==> src/sv/ifpl_ram.sv <==
// Generic single-port-write, single-read RAM with registered read data
`timescale 1ns / 1ps
module ifpl_ram #(
    parameter int WIDTH = 8,
    parameter int DEPTH = 16
) (
    input  logic                     i_clk,
    input  logic                     i_we,
    input  logic [$clog2(DEPTH)-1:0] i_waddr,
    input  logic [WIDTH-1:0]         i_wdata,
    input  logic [$clog2(DEPTH)-1:0] i_raddr,
    output logic [WIDTH-1:0]         o_rdata
);
    logic [WIDTH-1:0] r_mem [DEPTH];
    logic [WIDTH-1:0] r_rdata;

    // write and registered read
    always_ff @(posedge i_clk) begin
        if (i_we) begin
            r_mem[i_waddr] <= i_wdata;
        end
        r_rdata <= r_mem[i_raddr];
    end
    assign o_rdata = r_rdata;
endmodule

==> config.mk <==
export PLATFORM = sky130hd
export DESIGN_NAME = ifpl_ram
export DESIGN_NICKNAME = d
export VERILOG_FILES = /design/src/sv/ifpl_ram.sv
export SDC_FILE = /design/constraint.sdc
export NUM_CORES = 1
export LEC_CHECK = 0
export BUFFER_PORTS_ARGS = -buffer_cell sky130_fd_sc_hd__buf_4
export CELL_PAD_IN_SITES_DETAIL_PLACEMENT = 1
export CELL_PAD_IN_SITES_GLOBAL_PLACEMENT = 2
export CORE_UTILIZATION = 35
export CTS_BUF_LIST = sky130_fd_sc_hd__clkbuf_4 sky130_fd_sc_hd__clkbuf_8 sky130_fd_sc_hd__clkbuf_16
export DETAILED_ROUTE_END_ITERATION = 8
export GPL_TIMING_DRIVEN = 0
export PLACE_DENSITY = 0.63
export SLEW_MARGIN = 20
export SYNTH_ARGS = -nofsm -noshare
export SYNTH_HDL_FRONTEND = slang
export SYNTH_SLANG_ARGS = --single-unit
==> constraint.sdc <==
create_clock -name i_clk -period 1.8 [get_ports i_clk]
set_input_delay 0.27 -clock i_clk [delete_from_list [all_inputs] [get_ports i_clk]]
set_output_delay 0.27 -clock i_clk [all_outputs]
set_load 0.02 [all_outputs]
# After elaboration in Yosys (flattened, before gate mapping)
# Memory sizes are Yosys's and may differ from the RTL's. A register that Yosys moved wholly into a read port is not among the register bits.
# Index checks and enable logic that the tools add are counted.
[word_totals]
register_bits = 0
ram_bits = 128
inputBits = 18
output_inout_bits = 8
word_cells = 3
memories = 1
[mem_list]
columns = ["name", "words", "width", "rd", "rd_clocked_by_memory_dff", "write_ports", "line", "text"]
rows = [
  ["r_mem", 16, 8, 1, 1, 1, "14", "logic [WIDTH-1:0] r_mem [DEPTH];"],
]
[classes]
mux = 2
[op_table]
columns = ["operator", "n"]
rows = [
  ["1-bit two-way mux", 2],
]

# Depth between registers and ports, before layout
# Gate-level depths: netlist (run 1).
[logic_depth]
ltp_word = 2
mapped_depth = 5
depth_no_buf = 3

# Worst setup path after synthesis (run 1)
# OpenSTA, ideal clock, no wires.
[synth_path]
path_type = "input-to-reg"
from = "input i_waddr[2]"
to = "memory r_mem[0][0] (enable)"
setup_ns = 0.383
arrival_ns = 1.380
required_time_ns = 1.417
slack_ns = 0.037
stages = 2
n_path_buf = 0
path_cell_list = "or3b_2 -> nor3_1"
[synth_lines]
columns = ["element", "line", "text"]
rows = [
  ["from (decl)", "9", "input logic [$clog2(DEPTH)-1:0] i_waddr,"],
  ["to (decl)", "14", ""],
]
# No word-level cell before the write port.

# Final worst setup path (run 1)
[layout_path]
from = "input i_waddr[2]"
to = "memory r_mem[0][2] (enable)"
# No word-level cell before the write port.

==> results of run 1 <==
-- path summary, 6_finish.rpt --
check	from	endpoint	slack, ps	cells after the start
setup reg to reg	r_mem[5][0]	o_rdata[0]	340	3
hold / removal	i_wdata[7]	r_mem[9][7]	190	1
hold reg to reg	r_mem[11][1]	o_rdata[1]	680	3
setup / recovery	i_waddr[2]	r_mem[0][2]	280	3
-- metal layers --
metal	vias to the layer above	wire, µm	global-route usage [%]
met4	0	231	7.907
met1	1248	4718	20.72
met3	16	380	3.044
met5	-	0	0
met2	46	5004	23.95
li1	1056	-	-
-- kinds of logic after synthesis --
| family | after synthesis | synth area share, % |
|---|---|---|
| flops | 136 | 77.78 |
| mux | 32 | 15.02 |
| compound gates | 16 | 2.334 |
| simple gates | 35 | 3.184 |
| buf+inv | 10 | 1.677 |
-- power by group --
part | switching [µW] | internal (µW) | leakage [µW]
clock | 1150 | 2120 | 0.000291
sequential | 16.9 | 3540 | 0.00122
combinational | 226 | 163 | 0.000539
total | 1390 | 5830 | 0.00205
-- through the flow --
step | worst slack, ps | setup TNS, ps
3_5_place_dp | -187.6 | -5479
6_report | 275.6 | 0
4_1_cts | 246.0 | 0
2_1_floorplan | 37.13 | 0
5_1_grt | 174.7 | 0
3_3_place_gp | -593.9 | -14770
-- final cells by class --
| class | count | area, µm² | share of cell area (%) |
|---|---|---|---|
| repair buffers | 24 | 180.2 | 2.933 |
| plain buffers | 10 | 86.33 | 1.405 |
| well taps | 180 | 225.2 | 3.666 |
| flip-flops and latches | 136 | 4004 | 65.17 |
| multi-input cells | 83 | 1077 | 17.54 |
| clock buffers | 28 | 526.8 | 8.574 |
| clock inverters | 4 | 43.79 | 0.7128 |
-- critical path, stage by stage --
cell and delay (ps):
buf_4 120, or3b_2 540, nor3_2 630
-- synthesized netlist by cell type (2+ instances only) --
cell               n  area share (%)
nand2b_1           2            0.24
nor2_1            13            0.95
mux4_2            18             7.9
nor3_1             4            0.39
nand3b_1           2            0.29
dfxtp_1            8             3.1
clkdlybuf4s25_2    3            0.58
buf_2              3            0.29
buf_6              3            0.66
nand2_1            9            0.66
edfxtp_1         128              75
a22oi_1           16             2.3
mux4_1            14             7.1
-- flip-flops by register name, summed over array words and instances (netlist names) --
register  count
o_rdata       8
r_mem       128
==> impl_results.md, run 1 <==
* Status: complete, no violations
* RSZ-0062 raised after global routing: no
* Seq cells post-synth at 136
* Postcts setup bufs at 0
* # setup viols final at 0
* Min-Delay Path Class: in2reg
* Iter 0 DRT Violations at 95
* Area after DPL at between 0.005 and 0.006 mm²
* Antenna Nets Post-Route at 0
* Drc violations at 0
* Vias per cell at 5.088
* Hold-fix buffers, CTS at 0
* Peak VDD IR at 0.5624 mV
* TritonCTS clock tree: built
* LEAKAGE at 0.002054 µW
* EDFF count, synth at 128
* Fill count at 1336
* Core area at 0.01410 mm²
* CTS clk-pin slew, worst paths at 60 ps
* Share of post-route cells with drive strength above 1 at 30.88%
* Max_slew headroom at 41.47%
* Number of buffers added on ports at 24
* Die H at between 100 and 150 µm
* Final wirelength at 10.34 mm
* DIE AREA at about 0.015 mm²
* Placer Congestion at 0.7125
* Final net count at between 200 and 300
* Initial antenna violation count at 0
* Routed WL per cell at 22.23 µm
* Commonest non-fill, non-tap cell in the layout: edfxtp_1
* Util after Layout at around 44%
* Tcrit/Tclk final at 84.69%
* N_diodes at 0
* Fin area at around 0.0061 mm²
* Clock tree sinks at 136
* Via count at 2366
* Root Driver: clkbuf_16
* PostCTS Resize Cnt at 0
* Worst hold margin at 188.3 ps
* Num ports at 26
* Asr flop ratio synth at 0%
* Worst-Margin Slew at 874.8 ps
* Number of global-route vias before repair at about 2400
* Fin crit period at 1524 ps
* Largest net degree at the start of global routing at 17
* Total GRT Usage at 15.44%
* Synthesized instance count at 229
* WP data arrival at 1560 ps
* Crit path max fanout at 8
* Pwr dens at 1175 mW/mm²
* Mapped Avg Cell Area at roughly 22 µm²
* Required @ worst endpoint at 1840 ps
* Register area share after synthesis at 77.78%
* YS warnings at 0
* DP Wirelength at 6.718 mm
* Most frequent cells in the layout: 128 x edfxtp_1, 25 x buf_4, 18 x mux4_2
* Power consumption at 7218 µW
* Syn_nets at 247
* Skew-Pair Late Insertion Delay at 410 ps
* P&R area growth vs syn at 19.35%
* Final hold vios at 0
* TritonCTS Buffers at 17
* Count of cell types in the netlist at 19
* Die X-Extent at 123.3 µm
* Slew Limit Fails at 0
* First-pass GRT wire length at 15.39 mm
* Netlist Area Pre-Place at between 0.005 and 0.006 mm²
* Nature of the critical path endpoint: register
* Final non-filler cell total at between 400 and 500
* Post-synth top flop: edfxtp_1
* Fmax at ~0.66 GHz
* Placed instance count at around 430
* Post-Route Skew at slightly below 6 ps
* Number of H-tree levels at 4
* Initial Util at 36.52%
* Crit start category: input pin
* Drt pass-1 iters at 4
* Max-cap viol count at 0
* Crit Path Category: in2reg
* Rows at 43
* GRT overflow at 0
* Maximum root-to-sink buffer count at 2
No activity file was read; power rests on OpenSTA's default activity.
==> inputs of run 2 (changes only) <==
clock period = 1.35 ns   (was 1.8 ns; I/O delays follow)
==> run 2 against run 1 <==
Net effect:
- flip-flop and latch count is the same
- sequential share of layout area shrank 1.0 points
- clock power grew 52%
- the flow now finishes with violations (setup timing)
- critical path type unchanged
==> impl_results.md, run 2 (synthesis gave the netlist of run 1 again) <==
* Reg with most FFs: r_mem
* Worst hold margin at 114.1 ps (-74.21 ps)
* Root Driver: clkbuf_16
* Seq pwr share at 46.3% (-3.0 points)
* LEAKAGE at 0.002062 µW (+0.38%)
* Share of post-route cells with drive strength above 1 at 36.49% (+5.6 points)
* Initial antenna violation count at 0 (unchanged)
* Required @ worst endpoint at 1390 ps (-450 ps)
* Die H at 123.3 µm (unchanged)
* Logic pwr share at 5.3% (about the same)
* Status: finished with violations
* Hold-fix buffers, CTS at 0 (unchanged)
* Violated checks: setup timing
* Area after DPL at 0.005573 mm² (unchanged)
* Number of buffers added on ports at 24 (unchanged)
* Commonest non-fill, non-tap cell in the layout: edfxtp_1
* Clock tree sinks at 136 (unchanged)
* Max-cap viol count at 0 (unchanged)
* Final non-filler cell total at 465 (unchanged)
* Peak VDD IR at 1.042 mV (+85%)
* Maximum root-to-sink buffer count at 2 (unchanged)
* Post-Route Skew at 8.515 ps (+2.720 ps)
* Clock Power Share at 48.4% (+3.1 points)
* R2R cell count at 3 (unchanged)
* Fmax at roughly 0.66 GHz
* P_int at 8279 µW (+42%)
* Num ports at 26 (unchanged)
* Largest net degree at the start of global routing at 17 (unchanged)
* Crit start category: input pin
* Fin area at 0.006240 mm² (+1.6%)
* Fin worst setup slack at -156.6 ps (-432.2 ps)
* Final hold vios at 0 (unchanged)
* First-pass GRT wire length at 15.60 mm (+1.3%)
* Worst-Margin Slew at 829.9 ps (-44.89 ps)
* Total GRT Usage at 15.74% (+0.30 points)
* Initial Util at 36.52% (unchanged)
* Vias per cell at 5.088 (unchanged)
* Die X-Extent at 123.3 µm (unchanged)
* Switching power as a share of total power at 19.26% (about the same)
* Antenna Nets Post-Route at 0 (unchanged)
* Nature of the critical path endpoint: register
* Postcts setup bufs at 0 (unchanged)
* Number of global-route vias before repair at 2400 (-2.0%)
* Final net count at 290 (unchanged)
* Fill count at 1319 (-1.3%)
* Via count at 2366 (unchanged)
* # setup viols final at 24 (+24)
* Drc violations at 0 (unchanged)
* Iter 0 DRT Violations at 169 (+78%)
* Core area at 0.01410 mm² (unchanged)
* Crit Path Category: in2reg
* P&R area growth vs syn at 21.22%
* Final wirelength at 10.70 mm (+3.5%)
* Routed WL per cell at 23.01 µm (+3.5%)
* DIE AREA at 0.01520 mm² (unchanged)
* Max_slew headroom at 44.47% (+3.0 points)
* TritonCTS Buffers at 17 (unchanged)
* Slew Limit Fails at 0 (unchanged)
* TritonCTS clock tree: built
* Number of flip-flops in the largest register at 128 (unchanged)
* Skew-Pair Late Insertion Delay at 420 ps (about the same)
* Number of H-tree levels at 4 (unchanged)
* Hold depth at 1 (unchanged)
* Fin crit period at 1507 ps
* P_sw at 1975 µW (+42%)
* Pwr dens at 1643 mW/mm² (+40%)
* WP data arrival at 1550 ps (about the same)
* Rows at 43 (unchanged)
* Util after Layout at 44.27% (+0.68 points)
* Most frequent cells in the layout: 128 x edfxtp_1, 25 x buf_4, 23 x mux4_2
* Min-Delay Path Class: in2reg
* Crit path max fanout at 8 (unchanged)
* Placed instance count at 433 (unchanged)
* GRT overflow at 0 (unchanged)
* N_diodes at 0 (unchanged)
* CTS clk-pin slew, worst paths at 50 ps (about the same)
* RSZ-0062 raised after global routing: yes
* Tcrit/Tclk final at 111.6%
* DP Wirelength at 6.724 mm (about the same)
* Drt pass-1 iters at 4 (unchanged)
* Placer Congestion at 0.6848 (-3.9%)
## run 2: cell count changes in the layout (fill, tap and decap cells not counted), sizes merged
cell / delta
clkinv: +3
clkbuf: -7
bufinv: +4
## run 2: worst paths after layout
path | from | endpoint | slack [ps]
max | i_waddr[2] | r_mem[3][2] | -160
min | i_wdata[6] | r_mem[6][6] | 110
max reg2reg | r_mem[7][0] | o_rdata[0] | 20
min reg2reg | r_mem[8][3] | o_rdata[3] | 680
## run 2: through the flow
stage	total power (µW)	TNS (ps)	setup slack, ps
final	10250	-2879	-156.6
after global routing	10540	-4387	-212.2
after CTS	10310	-3872	-148.9
after detailed placement	5365	-47700	-589.7
after global placement	5348	-49090	-598.4
after floorplan	5104	-3663	-118.6
## run 2: area by class of cell
type	instances	area (µm²)	share of cell area, %
Timing Repair Buffer	24	180.2	2.888
Tap cell	180	225.2	3.609
Clock inverter	11	177.7	2.847
Multi-Input combinational cell	83	1111	17.81
Buffer	10	86.33	1.384
Sequential cell	136	4004	64.17
Clock buffer	21	455.4	7.299
## run 2: power groups by stage
stage / Sequential (µW) / Combinational, µW / Clock (µW)
after floorplan: 4860 / 241 / 0
after global placement: 4830 / 522 / 0
after detailed placement: 4830 / 533 / 0
after CTS: 4750 / 547 / 5020
after global routing: 4750 / 587 / 5200
final: 4750 / 545 / 4960
## run 2: per-layer routing
layer  vias up  track usage, %  wire length [µm]
li1       1052               -                 -
met1      1242           21.94              4952
met4         0           6.099               170
met5         -               0                 0
met2        61           23.04              5059
met3        11           4.889               516
## run 2: repair_timing
| action | in CTS | in global routing |
|---|---|---|
| pin swaps | 2 | 4 |
| resized for setup | 8 | 9 |
| setup endpoints to repair | 38 | 46 |
## run 2: worst max-delay path, stage by stage
cell    delay (ps)
buf_4          120
or3b_2         550
nor2_1         670
==> inputs of run 3 (changes only) <==
CTS_CLUSTER_SIZE = 24   (was not set)
PLACE_DENSITY = 0.61   (was 0.63)
clock period = 1.9 ns   (was 1.35 ns; I/O delays follow)
==> run 3 against run 2 <==
Net effect:
- the run now ends clean
- global-route usage barely moved
- wire length fell by 0.64%
- clock power fell by 40%
- combinational power fell by 32%
- sequential share of layout area rose by 1.4 points
- clock-buffer cell count fell by 1
- critical endpoint is now r_mem[3][6]
==> impl_results.md, run 3 (synthesis gave the netlist of run 1 again) <==
* Initial Util at 36.52% (unchanged)
* Hold-fix buffers, CTS at 0 (unchanged)
* Antenna Nets Post-Route at 0 (unchanged)
* TritonCTS clock tree: built
* Min-Delay Path Class: in2reg
* Maximum root-to-sink buffer count at 2 (unchanged)
* Total GRT Usage at 15.76% (+0.027 points)
* Slew Limit Fails at 0 (unchanged)
* Family with the most delay on the worst path: simple AND/OR/NAND/NOR gates
* Placed instance count at 433 (unchanged)
* Via count at 2356 (-0.42%)
* Max layer used: met4
* RSZ-0062 raised after global routing: no
* Final net count at 290 (unchanged)
* Core area at 0.01410 mm² (unchanged)
* Status: complete, no violations
* N_diodes at 0 (unchanged)
* Reg with most FFs: r_mem
* DP Wirelength at 6.829 mm (+1.6%)
* Peak per-stage delay on the critical path at 660 ps (about the same)
* Final non-filler cell total at 464 (-0.22%)
* Final hold vios at 0 (unchanged)
* Placer Congestion at 0.6912 (+0.93%)
* PostCTS Resize Cnt at 0 (-8)
* Max-cap viol count at 0 (unchanged)
* Wire length on met2 at 5.093 mm (+0.67%)
* Worst hold margin at 207.7 ps (+93.63 ps)
* Drt pass-1 iters at 4 (unchanged)
* Clock tree sinks at 136 (unchanged)
* TritonCTS Buffers at 17 (unchanged)
* Rows at 43 (unchanged)
* Area occupied by multi-input gates at 0.001077 mm² (-3.0%)
* Final wirelength at 10.63 mm (-0.64%)
* Die H at 123.3 µm (unchanged)
* Initial antenna violation count at 0 (unchanged)
* Pwr dens at 1098 mW/mm² (-33%)
* Die X-Extent at 123.3 µm (unchanged)
* Logic pwr share at 5.5% (+0.2 points)
* Skew-Pair Late Insertion Delay at 410 ps (about the same)
* Share of post-route cells with drive strength above 1 at 29.93% (-6.6 points)
* Nature of the critical path endpoint: register
* DIE AREA at 0.01520 mm² (unchanged)
* P_int at 5316 µW (-36%)
* Worst-Margin Slew at 824.9 ps (-4.947 ps)
* Fmax at around 0.63 GHz
* Vias per cell at 5.078 (-0.21%)
* P&R area growth vs syn at 18.59%
* Fin crit period at 1577 ps
* Seq pwr share at 50.3% (+4.0 points)
* Peak VDD IR at 0.6344 mV (-39%)
* Number of buffers added on ports at 24 (unchanged)
* Tcrit/Tclk final at 83.00%
* Routed WL per cell at 22.91 µm (-0.43%)
* Number of global-route vias before repair at 2495 (+4.0%)
* Root Driver: clkbuf_16
* Fill count at 1322 (+0.23%)
* CTS clk-pin slew, worst paths at 60 ps (about the same)
* # setup viols final at 0 (-100%)
* Crit start category: input pin
* Post-Route Skew at 5.486 ps (-3.028 ps)
* Iter 0 DRT Violations at 150 (-11%)
* Met3 wire length at 401 µm (-22%)
* Crit path max fanout at 8 (unchanged)
* Postcts setup bufs at 0 (unchanged)
* Max_slew headroom at 44.80% (+0.33 points)
* Most frequent cells in the layout: 128 x edfxtp_1, 25 x buf_4, 18 x mux4_2
* Clock Power Share at 44.2% (-4.2 points)
* Switching power as a share of total power at 20.67% (+1.4 points)
* Largest net degree at the start of global routing at 17 (unchanged)
* First-pass GRT wire length at 15.73 mm (+0.80%)
* Drc violations at 0 (unchanged)
* Metal-1 WL at 4.988 mm (+0.73%)
* Crit Path Category: in2reg
* P_sw at 1385 µW (-30%)
* LEAKAGE at 0.002021 µW (-2.0%)
* WP data arrival at 1610 ps (+60 ps)
* Required @ worst endpoint at 1940 ps (+550 ps)
* Bufs and invs on worst path at 1 (unchanged)
* Register area at 0.004004 mm² (unchanged)
* Slowest CP cell: nor2_1
* Number of H-tree levels at 4 (unchanged)
* Commonest non-fill, non-tap cell in the layout: edfxtp_1
* Worst path cell trace: buf_4 > or3b_2 > nor2_1
* Num ports at 26 (unchanged)
* GRT overflow at 0 (unchanged)
* Number of flip-flops in the largest register at 128 (unchanged)
-- run 3: path summary, 6_finish.rpt --
path | startpoint | end | slack, ps | cells after the start
worst max-delay path | i_waddr[2] | r_mem[3][6] | 320 | 3
worst min-delay path | i_wdata[5] | r_mem[6][5] | 210 | 1
worst max register to register | r_mem[5][0] | o_rdata[0] | 460 | 3
worst min register to register | r_mem[11][3] | o_rdata[3] | 680 | 3
-- run 3: power groups by stage --
stage                     combinational, µW  clock (µW)  sequential [µW]
after floorplan                         170           0             3460
final                                   371        2960             3370
after detailed placement                376           0             3430
after CTS                               378        3000             3370
after global routing                    400        3100             3380
after global placement                  369           0             3430
-- run 3: layout make-up --
cell class | instances | share of cell area, %
well taps | 180 | 3.689
clock inverters | 11 | 1.373
clock buffers | 20 | 7.338
plain buffers | 10 | 1.414
flip-flops and latches | 136 | 65.59
multi-input cells | 83 | 17.65
repair buffers | 24 | 2.951
-- run 3: worst reg2reg max path, stage by stage (launching register included) --
cell and delay, ps:
edfxtp_1 350, mux4_1 580, a22oi_1 260, nand2_1 120
-- run 3: metal layers --
metal | up-vias | global-route usage, %
met5 | - | 0
met4 | 0 | 6.777
met3 | 9 | 3.967
met2 | 50 | 24.09
met1 | 1240 | 21.43
li1 | 1057 | -
-- run 3: metrics by stage --
stage	setup WS (ps)	power, µW	utilization (%)	setup TNS, ps	instance area [µm²]
3_5_place_dp	-154.0	3810	39.53	-3848	5573
3_3_place_gp	-549.4	3798	39.39	-11110	5553
6_report	322.9	6701	43.31	0	6105
2_1_floorplan	122.1	3626	-	0	5147
5_1_grt	223.8	6878	43.31	0	6105
4_1_cts	278.3	6748	43.31	0	6105
